File: src/rtl/brfr_pkg.sv
// shared types and constants for the boot response frame receiver
// no dependencies
package brfr_pkg;

    localparam int BRFR_MAX_PAYLOAD = 512;

    localparam logic [7:0]  SOF_BYTE       = 8'h5A;
    localparam logic [7:0]  TYPE_ACK       = 8'hA1;
    localparam logic [7:0]  TYPE_NAK       = 8'hA2;
    localparam logic [7:0]  TYPE_ABORT     = 8'hA3;
    localparam logic [7:0]  TYPE_CMD       = 8'hA4;
    localparam logic [7:0]  TYPE_PING_RESP = 8'hA7;
    localparam logic [7:0]  ECHO_OFF       = 8'hFF;
    localparam logic [7:0]  MIN_PARAMS     = 8'd2;
    localparam logic [15:0] CRC_POLY       = 16'h1021;

    typedef enum logic [1:0] {
        OP_BYTE    = 2'd0,
        OP_TIMEOUT = 2'd1,
        OP_RD_ERR  = 2'd2,
        OP_UNUSED  = 2'd3
    } op_t;

    typedef enum logic [2:0] {
        ST_OK        = 3'd0,
        ST_TIMEOUT   = 3'd1,
        ST_READ_ERR  = 3'd2,
        ST_FRAME_ERR = 3'd3,
        ST_NAK       = 3'd4,
        ST_ABORT     = 3'd5,
        ST_RESP_ERR  = 3'd6,
        ST_DEV_ERR   = 3'd7
    } status_t;

    typedef enum logic [2:0] {
        PH_START   = 3'd0,
        PH_ACK1    = 3'd1,
        PH_HEADER  = 3'd2,
        PH_PAYLOAD = 3'd3,
        PH_PING    = 3'd4
    } phase_t;

    typedef enum logic [1:0] {
        REG_REPLY_MODE = 2'd0,
        REG_MATCH_TAG  = 2'd1,
        REG_ECHO_VALUE = 2'd2
    } reg_idx_t;

    typedef struct packed {
        logic       reply_mode;
        logic [7:0] match_tag;
        logic [7:0] echo_value;
    } cfg_t;

    localparam cfg_t CFG_RESET = '{reply_mode: 1'b0, match_tag: 8'hA0,
                                   echo_value: 8'hFF};

    typedef struct packed {
        phase_t      phase;
        logic [9:0]  byte_count;
        logic [15:0] payload_length;
        logic [15:0] running_crc;
        logic [15:0] received_crc;
        logic [7:0]  reply_tag;
        logic [7:0]  param_count;
        logic [31:0] first_param;
        logic [31:0] second_param;
    } frame_t;

    localparam frame_t FRAME_CLEAR = '{phase: PH_START, default: '0};

    typedef struct packed {
        status_t     status;
        logic [31:0] device_status;
        logic [31:0] reply_value;
    } result_t;

endpackage

File: src/rtl/brfr_core.sv
// per-byte frame parser: next frame state and status result for one item
// depends on brfr_pkg
module brfr_core #(
    parameter int MAX_PAYLOAD = brfr_pkg::BRFR_MAX_PAYLOAD
) (
    input  brfr_pkg::frame_t  frame,
    input  brfr_pkg::cfg_t    cfg,
    input  brfr_pkg::op_t     op,
    input  logic [7:0]        rx_byte,
    output brfr_pkg::frame_t  frame_next,
    output logic              result_valid,
    output brfr_pkg::result_t result
);
    import brfr_pkg::*;

    function automatic logic [15:0] crc_byte(input logic [15:0] crc, input logic [7:0] b);
        logic [15:0] c;
        c = crc ^ {b, 8'h00};
        for (int i = 0; i < 8; i++)
        begin
            c = c[15] ? ({c[14:0], 1'b0} ^ CRC_POLY) : {c[14:0], 1'b0};
        end
        return c;
    endfunction

    frame_t     upd;
    logic       fire;
    logic       fire_finish;
    status_t    code;
    status_t    fin_code;
    logic       fin_params;
    logic [16:0] need_len;
    logic [9:0] idx;

    assign idx = frame.byte_count;

    // end-of-frame checks on the updated frame
    always_comb
    begin
        need_len   = {7'd0, upd.param_count, 2'b00} + 17'd4;
        fin_params = 1'b0;
        if (upd.running_crc != upd.received_crc)
            fin_code = ST_FRAME_ERR;
        else if (upd.payload_length < 16'd4 || upd.reply_tag != cfg.match_tag)
            fin_code = ST_RESP_ERR;
        else if (upd.param_count < MIN_PARAMS || {1'b0, upd.payload_length} < need_len)
            fin_code = ST_RESP_ERR;
        else if (upd.first_param != 32'd0)
        begin
            fin_code   = ST_DEV_ERR;
            fin_params = 1'b1;
        end
        else if (cfg.echo_value != ECHO_OFF &&
                 upd.second_param != {24'd0, cfg.echo_value})
        begin
            fin_code   = ST_RESP_ERR;
            fin_params = 1'b1;
        end
        else
        begin
            fin_code   = ST_OK;
            fin_params = 1'b1;
        end
    end

    always_comb
    begin
        upd         = frame;
        fire        = 1'b0;
        fire_finish = 1'b0;
        code        = ST_OK;
        case (op)
            OP_TIMEOUT:
            begin
                fire = 1'b1;
                code = ST_TIMEOUT;
            end
            OP_RD_ERR:
            begin
                fire = 1'b1;
                code = ST_READ_ERR;
            end
            OP_BYTE:
            begin
                case (frame.phase)
                    PH_START:
                    begin
                        upd.reply_tag = rx_byte;
                        if (cfg.reply_mode)
                        begin
                            upd.running_crc = crc_byte(16'd0, rx_byte);
                            upd.byte_count  = 10'd1;
                            upd.phase       = PH_PING;
                        end
                        else
                            upd.phase = PH_ACK1;
                    end
                    PH_ACK1:
                    begin
                        if (frame.reply_tag != SOF_BYTE)
                        begin
                            fire = 1'b1;
                            code = ST_FRAME_ERR;
                        end
                        else if (rx_byte == TYPE_NAK)
                        begin
                            fire = 1'b1;
                            code = ST_NAK;
                        end
                        else if (rx_byte == TYPE_ABORT)
                        begin
                            fire = 1'b1;
                            code = ST_ABORT;
                        end
                        else if (rx_byte != TYPE_ACK)
                        begin
                            fire = 1'b1;
                            code = ST_FRAME_ERR;
                        end
                        else
                        begin
                            upd.reply_tag   = 8'd0;
                            upd.byte_count  = 10'd0;
                            upd.running_crc = 16'd0;
                            upd.phase       = PH_HEADER;
                        end
                    end
                    PH_HEADER:
                    begin
                        if (idx < 10'd4)
                            upd.running_crc = crc_byte(frame.running_crc, rx_byte);
                        upd.byte_count = idx + 10'd1;
                        case (idx)
                            10'd0: upd.received_crc = {8'd0, rx_byte};
                            10'd1:
                            begin
                                if (frame.received_crc != {8'd0, SOF_BYTE} ||
                                    rx_byte != TYPE_CMD)
                                begin
                                    fire = 1'b1;
                                    code = ST_FRAME_ERR;
                                end
                            end
                            10'd2: upd.payload_length = {8'd0, rx_byte};
                            10'd3: upd.payload_length = {rx_byte, frame.payload_length[7:0]};
                            10'd4: upd.received_crc = {8'd0, rx_byte};
                            default:
                            begin
                                upd.received_crc = frame.received_crc | {rx_byte, 8'd0};
                                if (frame.payload_length > 16'(MAX_PAYLOAD))
                                begin
                                    fire = 1'b1;
                                    code = ST_FRAME_ERR;
                                end
                                else if (frame.payload_length == 16'd0)
                                    fire_finish = 1'b1;
                                else
                                begin
                                    upd.byte_count = 10'd0;
                                    upd.phase      = PH_PAYLOAD;
                                end
                            end
                        endcase
                    end
                    PH_PAYLOAD:
                    begin
                        upd.running_crc = crc_byte(frame.running_crc, rx_byte);
                        if (idx == 10'd0)
                            upd.reply_tag = rx_byte;
                        else if (idx == 10'd3)
                            upd.param_count = rx_byte;
                        else if (idx >= 10'd4 && idx < 10'd8)
                            upd.first_param[{idx[1:0], 3'b000} +: 8] =
                                frame.first_param[{idx[1:0], 3'b000} +: 8] | rx_byte;
                        else if (idx >= 10'd8 && idx < 10'd12)
                            upd.second_param[{idx[1:0], 3'b000} +: 8] =
                                frame.second_param[{idx[1:0], 3'b000} +: 8] | rx_byte;
                        if ({7'd0, idx} + 17'd1 >= {1'b0, frame.payload_length})
                            fire_finish = 1'b1;
                        else
                            upd.byte_count = idx + 10'd1;
                    end
                    PH_PING:
                    begin
                        if (idx == 10'd1)
                            upd.param_count = rx_byte;
                        if (idx < 10'd8)
                            upd.running_crc = crc_byte(frame.running_crc, rx_byte);
                        upd.byte_count = idx + 10'd1;
                        if (idx == 10'd8)
                            upd.received_crc = {8'd0, rx_byte};
                        else if (idx >= 10'd9)
                        begin
                            upd.received_crc = frame.received_crc | {rx_byte, 8'd0};
                            fire = 1'b1;
                            if (frame.reply_tag != SOF_BYTE ||
                                frame.param_count != TYPE_PING_RESP)
                                code = ST_FRAME_ERR;
                            else if (upd.running_crc != upd.received_crc)
                                code = ST_FRAME_ERR;
                            else
                                code = ST_OK;
                        end
                    end
                    default: upd = FRAME_CLEAR;
                endcase
            end
            default: upd = frame;
        endcase
    end

    always_comb
    begin
        result_valid = fire || fire_finish;
        result       = '{status: ST_OK, default: '0};
        frame_next   = upd;
        if (result_valid)
        begin
            frame_next    = FRAME_CLEAR;
            result.status = fire_finish ? fin_code : code;
            if (fire_finish && fin_params)
            begin
                result.device_status = upd.first_param;
                result.reply_value   = upd.second_param;
            end
        end
    end

endmodule

File: src/rtl/boot_response_frame_receiver_top.sv
// top level of the boot response frame receiver: input stage, frame state,
// result register and configuration registers; depends on brfr_pkg, brfr_core
//
// channel   direction  handshake                 contents
// s_axis    in         s_axis_tvalid/tready      op in tuser, rx_byte in tdata
// m_axis    out        m_axis_tvalid/tready      status in tuser, params in tdata
// cfg       in         cfg_valid/cfg_ready       cfg_index, cfg_data
//
// one item per cycle unless a held result stalls the core: an item waits in the
// input register, then the byte-wide crc update and field capture in brfr_core
// run combinationally into the frame state and the result register
// a result is offered once the item that ends the reply leaves the input register
// a stalled result holds; the input register takes one more item only if empty
// rst_n clears frame state and valid flags and resets the configuration at once
module boot_response_frame_receiver_top #(
    parameter int MAX_PAYLOAD = brfr_pkg::BRFR_MAX_PAYLOAD
) (
    input  logic        clk,
    input  logic        rst_n,
    // input stream
    input  logic        s_axis_tvalid,
    output logic        s_axis_tready,
    input  logic [7:0]  s_axis_tdata,   // [7:0] rx_byte
    input  logic [1:0]  s_axis_tuser,   // [1:0] op
    // result stream
    output logic        m_axis_tvalid,
    input  logic        m_axis_tready,
    output logic [63:0] m_axis_tdata,   // [31:0] device_status, [63:32] reply_value
    output logic [2:0]  m_axis_tuser,   // [2:0] status
    // configuration writes
    input  logic        cfg_valid,
    output logic        cfg_ready,
    input  logic [1:0]  cfg_index,
    input  logic [7:0]  cfg_data
);
    import brfr_pkg::*;

    // input register
    logic       in_valid_reg;
    op_t        in_op_reg;
    logic [7:0] in_byte_reg;

    // frame state and configuration
    frame_t frame_reg;
    frame_t frame_next;
    cfg_t   cfg_reg;

    // result register
    logic    m_valid_reg;
    result_t m_result_reg;

    logic    advance;
    logic    core_fire;
    result_t core_result;

    // item moves into the core when the result register can take its output
    assign advance       = in_valid_reg && (!m_valid_reg || m_axis_tready);
    assign s_axis_tready = !in_valid_reg || advance;
    assign cfg_ready     = 1'b1;

    brfr_core #(
        .MAX_PAYLOAD (MAX_PAYLOAD)
    ) u_core (
        .frame        (frame_reg),
        .cfg          (cfg_reg),
        .op           (in_op_reg),
        .rx_byte      (in_byte_reg),
        .frame_next   (frame_next),
        .result_valid (core_fire),
        .result       (core_result)
    );

    always_ff @(posedge clk or negedge rst_n)
    begin
        if (!rst_n)
        begin
            in_valid_reg <= 1'b0;
            in_op_reg    <= OP_BYTE;
            in_byte_reg  <= 8'd0;
        end
        else if (s_axis_tready)
        begin
            in_valid_reg <= s_axis_tvalid;
            if (s_axis_tvalid)
            begin
                in_op_reg   <= op_t'(s_axis_tuser);
                in_byte_reg <= s_axis_tdata;
            end
        end
    end

    always_ff @(posedge clk or negedge rst_n)
    begin
        if (!rst_n)
            frame_reg <= FRAME_CLEAR;
        else if (advance)
            frame_reg <= frame_next;
    end

    // result register: load on a new status, clear once the transfer completes
    always_ff @(posedge clk or negedge rst_n)
    begin
        if (!rst_n)
        begin
            m_valid_reg  <= 1'b0;
            m_result_reg <= '{status: ST_OK, default: '0};
        end
        else if (advance && core_fire)
        begin
            m_valid_reg  <= 1'b1;
            m_result_reg <= core_result;
        end
        else if (m_axis_tready)
            m_valid_reg <= 1'b0;
    end

    always_ff @(posedge clk or negedge rst_n)
    begin
        if (!rst_n)
            cfg_reg <= CFG_RESET;
        else if (cfg_valid && cfg_ready)
        begin
            case (cfg_index)
                REG_REPLY_MODE: cfg_reg.reply_mode <= cfg_data[0];
                REG_MATCH_TAG:  cfg_reg.match_tag  <= cfg_data;
                REG_ECHO_VALUE: cfg_reg.echo_value <= cfg_data;
                default:        cfg_reg            <= cfg_reg;
            endcase
        end
    end

    assign m_axis_tvalid = m_valid_reg;
    assign m_axis_tdata  = {m_result_reg.reply_value, m_result_reg.device_status};
    assign m_axis_tuser  = m_result_reg.status;

endmodule

File: config.mk
export PLATFORM = sky130hd
export DESIGN_NAME = boot_response_frame_receiver_top
export DESIGN_NICKNAME = d
export VERILOG_FILES = /design/src/rtl/brfr_pkg.sv /design/src/rtl/brfr_core.sv /design/src/rtl/boot_response_frame_receiver_top.sv
export SDC_FILE = /design/constraint.sdc
export NUM_CORES = 1
export LEC_CHECK = 0
export ABC_AREA = 0
export CORE_MARGIN = 1.5
export CORE_UTILIZATION = 60
export DETAILED_ROUTE_END_ITERATION = 7
export DONT_BUFFER_PORTS = 1
export PLACE_DENSITY = 0.83
export REMOVE_ABC_BUFFERS = 1
export SLEW_MARGIN = 20
export SYNTH_ARGS = -nofsm -noshare
export SYNTH_HDL_FRONTEND = slang
export SYNTH_SLANG_ARGS = --single-unit
File: constraint.sdc
create_clock -name clk -period 8.2 [get_ports clk]
set_input_delay 0.41 -clock clk [delete_from_list [all_inputs] [get_ports clk]]
set_output_delay 0.41 -clock clk [all_outputs]
set_load 0.01 [all_outputs]
## Yosys cells after proc, flatten, opt, wreduce, memory -nomap -nowiden

Cells that the tools add are included.

| storage, ports and cells | value |
|---|---|
| register bits | 237 |
| input port bits | 25 |
| output and inout port bits | 70 |
| logic and storage cells | 240 |

| operators by class | value |
|---|---|
| $add $sub $neg | 4 |
| magnitude comparators | 11 |
| equality and inequality tests | 35 |
| shift operators | 5 |
| muxes and demuxes | 106 |
| bitwise operators | 20 |
| reduce and logical (&&, ||, !) cells | 40 |

Operators with widths:

| cell | count |
|---|---|
| 13-bit 2-to-1 mux | 23 |
| 141-bit 2-to-1 mux | 2 |
| 16-bit 2-to-1 mux | 11 |
| 64-bit 2-to-1 mux | 2 |
| 64-bit one-hot mux with 2 select lines | 1 |
| 32-bit 2-to-1 mux | 3 |
| 16-bit one-hot mux with 2 select lines | 3 |
| 16-bit one-hot mux with 5 select lines | 1 |
| 72-bit 2-to-1 mux | 1 |
| 67-bit 2-to-1 mux | 1 |
| 32-bit bitwise mux | 2 |
| 32-bit by 6-bit indexed part select with 8-bit output | 2 |
| 8-bit by 7-bit indexed part select with 32-bit output | 2 |
| 8-bit 2-to-1 mux | 7 |
| 10-bit one-hot mux with 5 select lines | 1 |
| 3-bit NOT | 16 |
| 16-bit one-hot mux with 3 select lines | 1 |
| 3-bit 2-to-1 mux | 12 |
| 16-bit != test | 2 |
| 32-bit by 8-bit != test with 1-bit output | 1 |
| 8-bit != test (second input constant) | 4 |
| 8-bit one-hot mux with 4 select lines | 1 |
| 32-bit nonzero test | 1 |
| 8-bit by 7-bit variable shift with 32-bit output (first input constant) | 1 |
| other kinds (55) | 120 |

## Depth between registers and ports, before layout

Gate-level depths: netlist of the first run.

| depth | value |
|---|---|
| depth in word-level cells | 31 |
| mapped depth | 26 |
| mapped depth without buffers | 23 |

## Hierarchy

Synthesis of the first run repeated with hierarchy kept, for this count alone.

| unflattened totals | value |
|---|---|
| cell total of the unflattened synthesis | 1761 |
| area, all modules | 16829.9 um2 |

By module, submodules not included:

| module | instances | cells each | area each (um2) | seq. area each (um2) |
|---|---|---|---|---|
| boot_response_frame_receiver_top | 1 | 507 | 8994.9 | 5943.2 |
| brfr_core | 1 | 1254 | 7835.0 | 0.0 |

## Worst setup path after synthesis of the first run

No wires, ideal clock.

| timing path | value |
|---|---|
| path type | register to register |
| start point | reg frame_reg[128] (netlist name) |
| end point | reg m_result_reg, in the netlist m_axis_tdata[26] |
| library setup time | 0.068 ns |
| arrival | 4.723 ns |
| required time | 8.132 ns |
| path slack | 3.410 ns |
| cell stages (with the launch flop) | 23 |
| buffers on the path | 3 |
| period minus slack after synthesis | 4.790 ns |
| cells stage by stage | dfrtp_1 clkbuf_1 clkbuf_1 inv_1 ha_1 nand2b_1 nor3_1 o2111ai_1 a22o_1 ha_1 nand2_1 xnor2_1 ha_1 nand2_1 o21ai_0 o211ai_1 nand3b_1 nor4_1 nor4_1 nand4_1 nor3_1 clkbuf_1 a32o_1 |

| between the ends | value |
|---|---|
| word-level cells in the longest chain between the ends | 14 |
| elaborated cells on any way between the ends | 69 |
| those cells by class | 3 x add/sub; 8 x order compare; 7 x eq/ne; 3 x shift; 36 x mux; 1 x bitwise; 11 x reduce/logical |

RTL lines:

| what | RTL line | source |
|---|---|---|
| start, declared | boot_response_frame_receiver_top.sv:44 | `frame_t frame_reg;` |
| start signal, assigned | boot_response_frame_receiver_top.sv:97 | `frame_reg <= frame_next;` |
| 10-bit by 2-bit equality test with 1-bit output | brfr_core.sv:133, brfr_core.sv:170 |  |
| 8-bit 2-to-1 mux | brfr_core.sv:170 | `else if (idx == 10'd3)` |
| 72-bit 2-to-1 mux | brfr_core.sv:168 | `if (idx == 10'd0)` |
| 8-bit one-hot mux with 3 select lines | brfr_core.sv:85 | `case (frame.phase)` |
| 141-bit 2-to-1 mux | brfr_core.sv:72 | `case (op)` |
| 10-bit by 3-bit adder with 11-bit output | brfr_core.sv:40 | `need_len = {7'd0, upd.param_count, 2'b00} + 17'd4;` |
| 16-bit by 17-bit < comparator with 1-bit output | brfr_core.sv:46 | `else if (upd.param_count < MIN_PARAMS \|\| {1'b0, upd.payload_length} < need_len)` |
| 1-bit logical OR | brfr_core.sv:46 |  |
| 1-bit 2-to-1 mux | brfr_core.sv:46 |  |
| 1-bit 2-to-1 mux | brfr_core.sv:44 | `else if (upd.payload_length < 16'd4 \|\| upd.reply_tag != cfg.match_tag)` |
| 1-bit 2-to-1 mux | brfr_core.sv:42 | `if (upd.running_crc != upd.received_crc)` |
| 1-bit logical AND | brfr_core.sv:221 | `if (fire_finish && fin_params)` |
| 64-bit 2-to-1 mux | brfr_core.sv:221 |  |
| 67-bit 2-to-1 mux | brfr_core.sv:217 | `if (result_valid)` |
| end signal, assigned | boot_response_frame_receiver_top.sv:111 | `m_result_reg <= core_result;` |
| end, declared | boot_response_frame_receiver_top.sv:50 | `result_t m_result_reg;` |

Parallel ways exist; a longest one is shown, timed or not. The select of a mux whose other input is x is not followed.
A chain may end at the register's enable or synchronous reset.

## Final worst setup path of the first run

| timing path | value |
|---|---|
| start point | reg frame_reg[134] (netlist name) |
| end point | reg m_result_reg, in the netlist m_axis_tdata[37] |

Same word-level chain as after synthesis.

==> flow_metrics.env, run 1 <==
export IMPL_synth_seq_cells=237
export IMPL_areaGrowthSynthToFinish_pct=7.659
export IMPL_core_area_sq_um=25180
export IMPL_crit_path_max_fanout=53
export IMPL_hold_class="input pin to flip-flop"
export IMPL_synth_simple_area_share_pct=19.60
export IMPL_wl_met3_mm=6.702
export IMPL_grt_overflow=0
export IMPL_cts_tree="built"
export IMPL_hp_start="cfg_data[3]"
export IMPL_ir_drop_v=0.0001879
export IMPL_max_cap_violations=0
export IMPL_p_sw_mw=1.818
export IMPL_drc=0
export IMPL_ys_seq_area_share_pct=38.62
export IMPL_relSlewSlack_pct=23.08
export IMPL_path_class="flip-flop to flip-flop"
export IMPL_yosys_warnings=0
export IMPL_die_y_um=163.2
export IMPL_rr_worst_depth=22
export IMPL_clock_fmax_mhz=145.3
export IMPL_r2r_slack_ps=1320
export IMPL_power_share_combinational_pct=38.9
export IMPL_final_cells=2018
export IMPL_clk_pin_slew_worst_paths_ps=70
export IMPL_critical_path_arrival_ps=7320
export IMPL_syn_cell_area_sq_um=15390
export IMPL_p_total_mw=4.433
export IMPL_whs_endpoint="cfg_reg[3]"
export IMPL_setup_violations=0
export IMPL_rows=58
export IMPL_crit_required_ps=8640
export IMPL_fin_nets=1720
export IMPL_grt_pass1_wl_mm=85.19
export IMPL_io_pins=95
export IMPL_grt_pass1_vias=14597
export IMPL_synth_xor_area_share_pct=4.569
export IMPL_yosysMostFrequentCell="nand2_1"
export IMPL_switching_share_pct=41.02
export IMPL_synth_top_cell_by_area="dfrtp_1"
export IMPL_cts_inserted_buffers=25
export IMPL_p_leak_nw=6.710
export IMPL_top_layer="met4"
export IMPL_synth_top_area_share_pct=36.91
export IMPL_fin_util_pct=65.80
export IMPL_fp_dieW_um=163.2
export IMPL_dp_hpwl_mm=37.65
export IMPL_vias=15104
export IMPL_muxShareOfSynthArea_pct=4.837
export IMPL_finalCritPeriodShare_pct=83.91
export IMPL_synth_edf_count=0
export IMPL_fin_tns_setup_ps=0
export IMPL_wirelength_mm=55.31
export IMPL_final_antenna_net_count=0
export IMPL_dpl_cell_area_sq_um=15560
export IMPL_fin_area_sq_um=16570
export IMPL_dominantRegCellSynth="dfrtp_1"
export IMPL_syn_area_per_cell_sq_um=8.886
export IMPL_place_congestion=1.079
export IMPL_clock_power_share_pct=28.5
export IMPL_wl_met2_mm=24.34
export IMPL_synth_top_family_by_area="compound AO/OA/AOI/OAI gates"
export IMPL_seqPwrFrac_pct=32.6
export IMPL_post_synth_main_area_contributors="dfrtp_1, nand2_1, o21ai_0"
export IMPL_hold_path_depth=1
export IMPL_crit_chain="or4_1, nor2_1, and3_1, a21oi_1, o311ai_1, and2_1, nand2_1, nor2_1, nand2_1, xnor2_1, ha_1, nand2_1, o21ai_0, o211ai_1, nand4b_1, o2111ai_1, nor4_1, nand4_1, nor3_1, buf_4, nand2_2, o21ai_1"
export IMPL_first_pass_iters=6
export IMPL_largest_register_ffs=141
export IMPL_synth_cell_types=90
export IMPL_cts_buffer_depth=3
export IMPL_layout_min_cycle_time_ps=6881
export IMPL_final_max_slew_viol_count=0
export IMPL_async_flop_share_pct=100.0
export IMPL_cts_sinks=237
export IMPL_drive_gt1_share_pct=10.67
export IMPL_post_cts_resized=0
export IMPL_status="completed"
export IMPL_initial_utilization_pct=61.11
export IMPL_synth_compound_area_share_pct=25.99
export IMPL_cts_max_level=1
export IMPL_io_buffer_count=0
export IMPL_critPathMostFrequentCell="nand2_1"
export IMPL_wl_met1_mm=20.81
export IMPL_placed_cells=1966
export IMPL_r2r_start="frame_reg[134]"
export IMPL_cellPowerDensity_nw_per_um2=267.6
export IMPL_rsz0062_at_grt="no"
export IMPL_end_kind="flip-flop"
export IMPL_grtUsageTotal_pct=41.71
export IMPL_internal_power_mw=2.615
export IMPL_wl_per_cell_um=27.41
export IMPL_viasPerCell=7.485
export IMPL_grt_max_degree=238
export IMPL_cpPeakStageDelay_ps=980
export IMPL_synthAdderAreaFrac_pct=2.195
export IMPL_clock_latency_ps=550
export IMPL_fin_worst_skew_ps=12.49
export IMPL_synthTopCellsByCount="nand2_1, dfrtp_1, o21ai_0"
export IMPL_dieArea_sq_um=26620
export IMPL_netlist_instances=1732
export IMPL_r2r_end="m_axis_tdata[37]"
export IMPL_tightest_slew_ps=1150
export IMPL_slowest_stage="or4_1"
export IMPL_finalHoldViolations=0
export IMPL_drt_initial_drc_count=2199
export IMPL_cp_start_kind="flip-flop"
export IMPL_clock_root_buffer="clkbuf_16"
export IMPL_antenna_found_initial=1
-- stage by stage --
stage | hold WS [ps] | worst slack, ps
after floorplan | 114.4 | 1124
after global placement | 125.4 | 1883
after detailed placement | 124.6 | 1654
after CTS | 6.982 | 1580
after global routing | 6.675 | 1001
final | 13.68 | 1319
-- power by group through the flow --
stage	clock, mW	sequential [mW]	combinational, mW
6_report	1.26	1.45	1.72
3_5_place_dp	0	1.46	1.62
2_1_floorplan	0	1.42	1.13
4_1_cts	1.27	1.44	1.66
3_3_place_gp	0	1.45	1.62
5_1_grt	1.31	1.45	1.82
-- worst max-delay path, delay by kind of cell (launching register included) --
family                   cells  cell delay [ps]
AO/OA/AOI/OAI                6             1460
XOR/XNOR                     1              130
adder cells (fa/ha/maj)      1              310
buffers and inverters        1              250
flip-flops                   1              450
AND/OR/NAND/NOR             13             4110
-- layer usage --
layer	global-route usage [%]	vias to the layer above
li1	-	6408
met1	54.93	7290
met2	62.85	1158
met3	10.11	248
met4	23.89	0
met5	0	-
-- cells in the final DEF (no fill, tap or decap), types with 22 or more instances in the layout --
cell,n
nand2_1,249
dfrtp_1,227
o21ai_0,101
nor2_1,89
a21oi_1,67
o31ai_1,66
a22oi_1,58
o21ai_1,55
a22o_1,51
inv_1,44
xnor2_1,44
nand3_1,42
nor3_1,31
nand4_1,30
mux2_2,27
ha_1,27
buf_4,27
clkbuf_16,25
or2_2,23
a32o_1,22
-- repair_timing --
item	4_1_cts	5_1_grt
hold endpoints to repair	239	88
hold buffers	3	1
setup buffers	0	0
-- worst max-delay path by stage --
| stage | startpoint | end | slack, ps | depth (start not counted) |
|---|---|---|---|---|
| 6_report | frame_reg[134] | m_axis_tdata[37] | 1320 | 22 |
| 5_1_grt | frame_reg[128] | m_axis_tdata[34] | 1000 | 24 |
| 4_1_cts | frame_reg[133] | m_axis_tdata[37] | 1580 | 22 |
| 3_5_place_dp | frame_reg[134] | m_axis_tdata[34] | 1650 | 22 |
| 3_3_place_gp | frame_reg[128] | m_axis_tdata[34] | 1880 | 21 |
| 2_1_floorplan | frame_reg[128] | m_axis_tuser[0] | 1120 | 14 |
-- area by class of cell --
type	instances	area [sq um]
Fill cell	2046	8613
Timing Repair Buffer	32	287.8
Clock buffer	29	670.6
Clock inverter	17	241.5
Inverter	44	165.2
Sequential cell	237	5943
Multi-Input combinational cell	1328	8845
Tap cell	330	412.9
Antenna cell	1	2.502
-- logic make-up after synthesis --
logic type,Yosys count
and+or+nand+nor,599
xor gates and xnor gates,69
adders and majority gates,27
DFF,237
AOI/OAI and AO/OA,581
muxes,51
other,1
buffers and inverters,167
Note: power is estimated with default switching activity, not from simulation.
==> run 2: changes to the inputs <==
--- a/config.mk
+++ b/config.mk
@@ -7,10 +7,10 @@
 export LEC_CHECK = 0
 export ABC_AREA = 0
 export CORE_MARGIN = 1.5
-export CORE_UTILIZATION = 60
+export CORE_UTILIZATION = 59
 export DETAILED_ROUTE_END_ITERATION = 7
 export DONT_BUFFER_PORTS = 1
-export PLACE_DENSITY = 0.83
+export PLACE_DENSITY = 0.85
 export REMOVE_ABC_BUFFERS = 1
 export SLEW_MARGIN = 20
 export SYNTH_ARGS = -nofsm -noshare
==> constraint.sdc (replaced) <==
create_clock -name clk -period 6 [get_ports clk]
set_input_delay 0.3 -clock clk [delete_from_list [all_inputs] [get_ports clk]]
set_output_delay 0.3 -clock clk [all_outputs]
set_load 0.01 [all_outputs]
==> run 2 against run 1 <==
Net effect:
- via count increased by 2.0%
- maximum frequency rose by 26%
- design area up 1.9%
- sequential share of layout area decreased by 0.67 points
- combinational power rose by 42%
- sequential cell count did not move
- final cell count increased by 1.7%
- non-clock buffer count grew 36
- first-iteration DRC count decreased by 6.6%
- critical path type unchanged
- highest routed layer unchanged
==> flow_metrics.env, run 2 (synthesis results as in run 1) <==
export IMPL_layout_min_cycle_time_ps=5447
export IMPL_finalCritPeriodShare_pct=90.78
export IMPL_cts_inserted_buffers=25
export IMPL_hp_start="cfg_index[1]"
export IMPL_worst_slack_ps=553.1
export IMPL_dp_hpwl_mm=38.60
export IMPL_initial_utilization_pct=60.59
export IMPL_cts_setup_buffers=0
export IMPL_hold_class="input pin to flip-flop"
export IMPL_layout_common_cells="nand2_1, dfrtp_1, o21ai_0"
export IMPL_fin_worst_skew_ps=12.36
export IMPL_dieArea_sq_um=27060
export IMPL_crit_required_ps=6460
export IMPL_placed_cells=1985
export IMPL_drive_gt1_share_pct=11.61
export IMPL_final_cells=2053
export IMPL_io_pins=95
export IMPL_drt_initial_drc_count=2053
export IMPL_final_max_slew_viol_count=0
export IMPL_grt_overflow=0
export IMPL_cts_sinks=237
export IMPL_rsz0062_at_grt="no"
export IMPL_clock_root_buffer="clkbuf_16"
export IMPL_place_congestion=1.068
export IMPL_p_leak_nw=6.866
export IMPL_clock_fmax_mhz=183.6
export IMPL_cts_max_level=1
export IMPL_antenna_found_initial=0
export IMPL_final_antenna_net_count=0
export IMPL_rows=58
export IMPL_relSlewSlack_pct=21.90
export IMPL_drc=0
export IMPL_end_kind="flip-flop"
export IMPL_clock_latency_ps=550
export IMPL_grtUsageTotal_pct=41.49
export IMPL_grt_pass1_wl_mm=85.80
export IMPL_dp_slack_ps=789.4
export IMPL_r2r_start="frame_reg[131]"
export IMPL_grt_max_degree=238
export IMPL_cts_tree="built"
export IMPL_wl_per_cell_um=27.24
export IMPL_areaGrowthSynthToFinish_pct=9.715
export IMPL_post_cts_resized=0
export IMPL_viasPerCell=7.505
export IMPL_ir_drop_v=0.0002810
export IMPL_first_pass_iters=6
export IMPL_setup_violations=0
export IMPL_vias=15408
export IMPL_cp_start_kind="flip-flop"
export IMPL_dpl_cell_area_sq_um=15710
export IMPL_die_y_um=164.5
export IMPL_finalHoldViolations=0
export IMPL_critical_path_arrival_ps=5910
export IMPL_crit_path_max_fanout=53
export IMPL_fin_area_sq_um=16880
export IMPL_final_common_cell="nand2_1"
export IMPL_fin_util_pct=66.48
export IMPL_clk_pin_slew_worst_paths_ps=70
export IMPL_grt_pass1_vias=14757
export IMPL_max_cap_violations=0
export IMPL_whs_endpoint="cfg_reg[16]"
export IMPL_io_buffer_count=0
export IMPL_largest_register_ffs=141
export IMPL_fillers=2034
export IMPL_hold_path_depth=2
export IMPL_cellPowerDensity_nw_per_um2=362.6
export IMPL_cts_buffer_depth=3
export IMPL_wirelength_mm=55.92
export IMPL_core_area_sq_um=25400
export IMPL_num_antenna_cells=0
export IMPL_status="completed"
export IMPL_path_class="flip-flop to flip-flop"
export IMPL_fin_nets=1756
export IMPL_tightest_slew_ps=1166
export IMPL_fin_tns_setup_ps=0
export IMPL_r2r_end="m_axis_tdata[62]"
export IMPL_fp_dieW_um=164.5
export IMPL_r2r_slack_ps=550
export IMPL_rr_worst_depth=24
[run 2: cell count changes in the layout (fill, tap and decap cells not counted), moves of 2 or more]
cell / change
clkinv_4: -2
buf_4: +19
clkbuf_1: +2
dlygate4sd3_1: +17
[run 2: layout make-up]
type / count / area [sq um] / share of cell area [%]
Sequential cell: 237 / 5943 / 35.20
Inverter: 44 / 165.2 / 0.9781
Tap cell: 330 / 412.9 / 2.445
Clock inverter: 15 / 226.5 / 1.341
Timing Repair Buffer: 68 / 600.6 / 3.557
Multi-Input combinational cell: 1328 / 8859 / 52.46
Clock buffer: 31 / 678.2 / 4.016
[run 2: repair_timing]
action	4_1_cts	5_1_grt
endpoints found under the setup margin	0	0
hold endpoints to repair	265	0
hold buffers	21	0
[run 2: worst max path at each step]
stage | start | endpoint | depth (start not counted)
global route | frame_reg[131] | m_axis_tdata[36] | 24
global placement | frame_reg[131] | m_axis_tdata[36] | 24
finish | frame_reg[131] | m_axis_tdata[62] | 24
CTS | frame_reg[131] | m_axis_tdata[36] | 24
detailed placement | frame_reg[131] | m_axis_tdata[35] | 24
floorplan | frame_reg[128] | m_axis_tuser[0] | 14
[run 2: where the power goes]
part	total (mW)	switching, mW	internal (mW)	leakage (nW)
Sequential	1.96	0.232	1.73	3.22
Combinational	2.44	1.58	0.859	3.22
Clock	1.72	0.697	1.03	0.427
[run 2: stage by stage]
step | hold WS (ps) | power, mW
6_report | 21.52 | 6.123
5_1_grt | 48.89 | 6.304
4_1_cts | 19.56 | 5.996
3_5_place_dp | 16.34 | 4.251
3_3_place_gp | 17.27 | 4.229
2_1_floorplan | 4.409 | 3.481
[run 2: layer usage]
metal	vias to the layer above	GRT usage (%)	part of all wire (%)
met2	1229	63.77	44
met1	7419	55.41	38
met3	308	8.162	12
met5	-	0	0
met4	0	22.65	6.7
li1	6452	-	-
[run 2: critical path: stages, from the launching register on]
cell and delay, ps:
dfrtp_1 550, or4_1 700, nor2_1 140, buf_4 150
and3_1 150, a21oi_1 40, o311ai_1 250, buf_4 190
and2_1 140, nand2_1 120, nor2_1 130, nand2_1 80
xnor2_1 130, ha_1 310, nand2_1 70, o21ai_0 170
o211ai_1 130, nand3b_1 110, nor4_1 70, nor4_1 630
nand4_1 240, nor3_2 230, nand2_2 70, buf_4 270
o21ai_1 230
